$ cat config.mk
export PLATFORM = sky130hd
export DESIGN_NAME = mbvd_raster
export DESIGN_NICKNAME = d
export VERILOG_FILES = /design/src/sv/mbvd_pkg.sv /design/src/sv/mbvd_raster.sv
export SDC_FILE = /design/constraint.sdc
export NUM_CORES = 1
export LEC_CHECK = 0
export BUFFER_PORTS_ARGS = -buffer_cell sky130_fd_sc_hd__buf_2
export CAP_MARGIN = 0
export CORE_ASPECT_RATIO = 1.2
export CORE_UTILIZATION = 58
export CTS_BUF_LIST = sky130_fd_sc_hd__clkbuf_16
export DETAILED_ROUTE_END_ITERATION = 12
export PLACE_DENSITY = 0.87
export SLEW_MARGIN = 20
export SYNTH_ARGS = -nofsm -noshare
export SYNTH_HDL_FRONTEND = slang
export SYNTH_SLANG_ARGS = --single-unit
$ cat constraint.sdc
create_clock -name aclk -period 10.85 [get_ports aclk]
set_input_delay 2.17 -clock aclk [delete_from_list [all_inputs] [get_ports aclk]]
set_output_delay 2.17 -clock aclk [all_outputs]
set_load 0.05 [all_outputs]
$ cat src/sv/mbvd_pkg.sv
package mbvd_pkg;

    localparam int MAX_ROW_LEN = 512;
    localparam int MAX_ROWS    = 512;

    localparam int LABEL_W   = 8;
    localparam int POS_W     = 9;
    localparam int SLICE_W   = 10;
    localparam int LEN_REG_W = 10;
    localparam int CFG_W     = 10;
    localparam int CFG_IDX_W = 2;

    localparam int COL_W = $clog2(MAX_ROW_LEN);
    localparam int LEN_W = $clog2(MAX_ROW_LEN + 1);
    localparam int ROW_W = $clog2(MAX_ROWS + 1);
    localparam int WORD_W = 2 * LABEL_W;

    typedef enum logic [CFG_IDX_W-1:0] {
        REG_SELECTED_LABEL = 2'd0,
        REG_ROW_LENGTH     = 2'd1,
        REG_ROW_COUNT      = 2'd2
    } cfg_reg_t;

    typedef struct packed {
        logic [ROW_W-1:0]   row;
        logic [COL_W-1:0]   col;
        logic [COL_W-1:0]   rd_addr;
        logic [SLICE_W-1:0] slice;
        logic               has_result;
        logic               first_col;
        logic               last_col;
        logic               top_rows;
        logic               below_out;
        logic               last_of_slice;
        logic               len_one;
        logic               len_two;
    } pos_t;

    typedef struct packed {
        logic [LABEL_W-1:0] mid;
        logic [LABEL_W-1:0] up;
        logic [LABEL_W-1:0] left;
        logic [LABEL_W-1:0] right;
    } nbr_t;

endpackage

$ cat src/sv/mbvd_raster.sv
module mbvd_raster (
    input  logic                           aclk,
    input  logic                           aresetn,
    input  logic                           accept,
    input  logic [mbvd_pkg::LEN_REG_W-1:0] row_length,
    input  logic [mbvd_pkg::LEN_REG_W-1:0] row_count,
    output mbvd_pkg::pos_t                 pos
);
    import mbvd_pkg::*;

    logic [ROW_W-1:0]   row_reg, row_next;
    logic [COL_W-1:0]   col_reg, col_next;
    logic [SLICE_W-1:0] slice_reg, slice_next;

    logic [LEN_W-1:0] len_eff;
    logic [ROW_W-1:0] rows_eff;
    logic [COL_W-1:0] c_eff;
    logic [ROW_W-1:0] r_eff;
    logic [LEN_W:0]   addr_sum;
    logic [LEN_W:0]   addr_wrap;
    logic             last_col;

    always_comb begin
        if (row_length == '0) begin
            len_eff = LEN_W'(1);
        end else if (int'(row_length) > MAX_ROW_LEN) begin
            len_eff = LEN_W'(MAX_ROW_LEN);
        end else begin
            len_eff = LEN_W'(row_length);
        end
        if (row_count == '0) begin
            rows_eff = ROW_W'(1);
        end else if (int'(row_count) > MAX_ROWS) begin
            rows_eff = ROW_W'(MAX_ROWS);
        end else begin
            rows_eff = ROW_W'(row_count);
        end
    end

    // counters left beyond a shrunk length are pinned to the last column / padding row
    always_comb begin
        if (LEN_W'(col_reg) >= len_eff) begin
            c_eff = COL_W'(len_eff - LEN_W'(1));
        end else begin
            c_eff = col_reg;
        end
        if (row_reg > rows_eff) begin
            r_eff = rows_eff;
        end else begin
            r_eff = row_reg;
        end
    end

    assign last_col  = (LEN_W'(c_eff) == len_eff - LEN_W'(1));
    assign addr_sum  = (LEN_W + 1)'(c_eff) + (LEN_W + 1)'(2);
    assign addr_wrap = (addr_sum >= (LEN_W + 1)'(len_eff)) ?
                       addr_sum - (LEN_W + 1)'(len_eff) : addr_sum;

    always_comb begin
        col_next   = c_eff;
        row_next   = r_eff;
        slice_next = slice_reg;
        if (!last_col) begin
            col_next = c_eff + COL_W'(1);
        end else begin
            col_next = '0;
            if (r_eff < rows_eff) begin
                row_next = r_eff + ROW_W'(1);
            end else begin
                row_next   = '0;
                slice_next = slice_reg + SLICE_W'(1);
            end
        end
    end

    always_ff @(posedge aclk) begin
        if (!aresetn) begin
            row_reg   <= '0;
            col_reg   <= '0;
            slice_reg <= '0;
        end else if (accept) begin
            row_reg   <= row_next;
            col_reg   <= col_next;
            slice_reg <= slice_next;
        end
    end

    always_comb begin
        pos.row           = r_eff;
        pos.col           = c_eff;
        pos.rd_addr       = COL_W'(addr_wrap);
        pos.slice         = slice_reg;
        pos.has_result    = (r_eff != '0);
        pos.first_col     = (c_eff == '0);
        pos.last_col      = last_col;
        pos.top_rows      = (r_eff < ROW_W'(2));
        pos.below_out     = (r_eff >= rows_eff);
        pos.last_of_slice = (r_eff >= rows_eff) && last_col;
        pos.len_one       = (len_eff == LEN_W'(1));
        pos.len_two       = (len_eff == LEN_W'(2));
    end

    a_slice_step: assert property (@(posedge aclk) disable iff (!aresetn)
        accept && pos.last_of_slice |=> slice_reg == $past(slice_reg) + SLICE_W'(1))
        else $error("slice count did not advance after last voxel");

    a_slice_hold: assert property (@(posedge aclk) disable iff (!aresetn)
        accept && !pos.last_of_slice |=> slice_reg == $past(slice_reg))
        else $error("slice count moved inside a slice");

endmodule

==> run_results.csv <==
group,metric,value,unit
routing,drt_pre_antenna_iters,4,
worst_setup_path,crit_type,"primary input to output pin",
final_layout,mostFrequentLayoutCell,"buf_2",
routing,dr_total_vias,4195,
placed_design,dp_hpwl,8.62,mm
synthesis,synth-seq-cells,29,
synthesis,synth_area,0.00386,sq mm
worst_setup_path,cp_data_required_time,8.68,ns
synthesis,ys.flop_type,"dfxtp_1",
final_layout,register_area,581,sq um
pwr,p_leak,2.17,nW
sta,setup_violations,0,
synthesis,synth_top_cell_by_area,"ha_1",
synthesis,synth_area_leaders,"ha_1, dfxtp_1, mux2i_1",
worst_setup_path,crit_chain,"buf_2, clkinv_1, nand2_1, inv_1, ha_1, nand2b_1, a211oi_1, o21ai_0, a21oi_1, buf_4, mux2i_1, ha_1, nor2_1, o211ai_1, nor4b_1, o2bb2ai_1, nor4b_4, nor2_1, clkinv_1, and2_1, buf_2",
clocking,postCtsHoldBufs,0,
clocking,cts-htree-levels,2,
final_layout,fill_cells,547,
flow_run,max-cap-violations,0,
synthesis,yosysWarnings,0,
floorplanning,rows,32,
worst_setup_path,crit_path_start_kind,"primary input",
sta,period_needed,10.46,ns
synthesis,synth_cell_types,61,
sta,relSlewSlack,42.1,%
worst_setup_path,end_kind,"output pin",
synthesis,syn-num-nets,584,
worst_setup_path,cpPeakStageDelay,0.69,ns
floorplanning,core,0.00645,sq mm
sta,grt_setup_unrepaired,"no",
global_routing,first_global_vias,4027,
clocking,clockBufferDepth,2,
placed_design,gp_congestion,0.968,
clocking,cts-resized-gates,0,
clocking,cts_setup_buffers,0,
routing,drt_iter0_markers,266,
synthesis,async_flop_share,0,%
sta,slew_violations,0,
clocking,clk_latency,0.27,ns
global_routing,antenna_found_initial,0,
sta,finalCritPeriodShare,96.4,%
sta,fmax,95.6,MHz
routing,wl,11.0,mm
synthesis,yosysSeqAreaShare,15.0,%
worst_setup_path,path_buf_inv,6,
worst_setup_path,crit_arrival,8.29,ns
sta,worstMarginPinSlew,0.866,ns
clocking,cts_buffers,5,
global_routing,grt-ovfl-total,0,
sta,finalHoldViolations,0,
final_layout,design_area,0.00443,sq mm
worst_setup_path,crit_family,"simple AND/OR/NAND/NOR gates",
pwr,p_per_area,125,mW/mm^2
clocking,cts_sinks,29,
placed_design,postPlaceCellArea,0.00426,sq mm
routing,drc,0,
synthesis,synth_top_area_share,15.5,%
clocking,root_buffer,"clkbuf_16",
routing,drtAntennaViolNets,0,
final_layout,drive_gt1_share,17.5,%
synthesis,synth_edf_count,0,
placed_design,pre_cts_ws,0.490,ns
worst_setup_path,worst-path-max-fanout,14,
placed_design,io_buffers,68,
clocking,cts_tree,"done",
status,status,"complete, no violations",
final_layout,diodes,0,
global_routing,grt_max_degree,26,
final_layout,area_growth,14.6,%
routing,viasPerCell,6.38,
pwr,power,555,uW
final_layout,mostFrequentLayoutCells,"buf_2, nand2_1, ha_1",
final_layout,multi_input_area,0.00308,sq mm
sta,fin_worst_skew,0.00535,ns
routing,wire_per_inst,16.8,um
worst_setup_path,slowest_stage,"a21oi_1",
global_routing,gr-usage-all-layers,31.6,%
synthesis,avgSynthCellArea,7.55,sq um
sta,setup_ws,0.394,ns
floorplanning,die_h,91.4,um
floorplanning,start_util,60.0,%
floorplanning,die_area,0.00700,sq mm
floorplanning,die_w,76.5,um
synthesis,synthCells,512,
global_routing,grt_pass1_wl,18.2,mm
sta,finalSetupTns,0,ns
clocking,clkTransAtPathRegs,0.05,ns
worst_hold_path,hold_path.class,"flip-flop to flip-flop",
pwr,irDropWorstVdd,102,uV
final_layout,nets,644,
floorplanning,ioPinCount,69,
==> synthesized netlist by cell type (all sizes together), types with 3 or more instances <==
library cell and number:
nor4 5, inv 32, nor4b 3, a21oi 30, a311oi 4, nor3 16, a21o 8, xor2 8
o211ai 7, o21a 8, or4 8, mux2i 22, a211oi 6, buf 6, xnor2 16, o2111ai 5
nand3 23, o31ai 6, and3 4, nor2b 6, or3 5, nand2 58, a31oi 4, nor2 25
ha 48, mux2 10, and2 5, dfxtp 29, clkinv 4, o21ai 40, nand2b 12, nand4 12
clkbuf 12
==> metrics by stage <==
step | utilization (%) | std cells | hold WS [ns]
2_1_floorplan | - | 512 | 0.454
3_3_place_gp | 66.1 | 650 | 0.465
3_5_place_dp | 66.1 | 650 | 0.472
4_1_cts | 68.7 | 658 | 0.482
5_1_grt | 68.7 | 658 | 0.498
6_report | 68.7 | 658 | 0.481
==> final timing paths <==
| path | slack, ns | endpoint | startpoint | cells after the start |
|---|---|---|---|---|
| worst min-delay path | 0.48 | slice_reg[9]$_SDFFE_PN0P_ | slice_reg[9]$_SDFFE_PN0P_ | 2 |
| worst max register to register | 5.04 | row_reg[0]$_SDFFE_PN0P_ | col_reg[0]$_SDFFE_PN0P_ | 18 |
| worst max-delay path | 0.39 | pos[2] | row_length[9] | 21 |
| worst min register to register | 0.48 | slice_reg[9]$_SDFFE_PN0P_ | slice_reg[9]$_SDFFE_PN0P_ | 2 |
==> routing by layer <==
| metal | track usage [%] | wire, um | share of wire (%) |
|---|---|---|---|
| met5 | 0 | 0 | 0 |
| met4 | 16.7 | 479 | 4.3 |
| met3 | 4.02 | 734 | 6.7 |
| met2 | 57.0 | 5510 | 50 |
| met1 | 36.0 | 4310 | 39 |
==> report_power, final <==
group	switching, mW	internal, mW	total [mW]
clock	0.0453	0.106	0.152
sequential	0.00652	0.111	0.117
combinational	0.193	0.0931	0.286
total	0.245	0.310	0.555
==> kinds of logic after synthesis <==
| logic type | Yosys count | share of synthesized area, % |
|---|---|---|
| compound gates | 136 | 23.5 |
| xor+xnor | 25 | 6.02 |
| fa+ha+maj | 49 | 16.1 |
| buf+inv | 54 | 5.67 |
| flops | 29 | 15.0 |
| mux | 32 | 8.61 |
| simple gates | 187 | 25.1 |
==> cell type report <==
class                      count  area share (%)
inverter                      36            3.05
sequential                    29            13.1
timing repair buffer          71            8.19
multi-input combinational    429            69.6
clock inverter                 3           0.847
clock buffer                   5            2.82
tap                           85            2.40
==> worst reg2reg max path: stages, from the launching register on <==
cell,delay [ns]
dfxtp_1,0.38
inv_1,0.06
ha_1,0.29
nand2b_1,0.14
a211oi_1,0.27
o21ai_0,0.15
a21oi_1,0.69
buf_4,0.32
mux2i_1,0.57
ha_1,0.42
nor2_1,0.14
o211ai_1,0.11
nor4b_1,0.27
o2bb2ai_1,0.16
nor4b_4,0.64
nor2_1,0.36
clkinv_1,0.27
mux2_2,0.36
a21oi_1,0.12
Power figures use the tool's default switching activity.
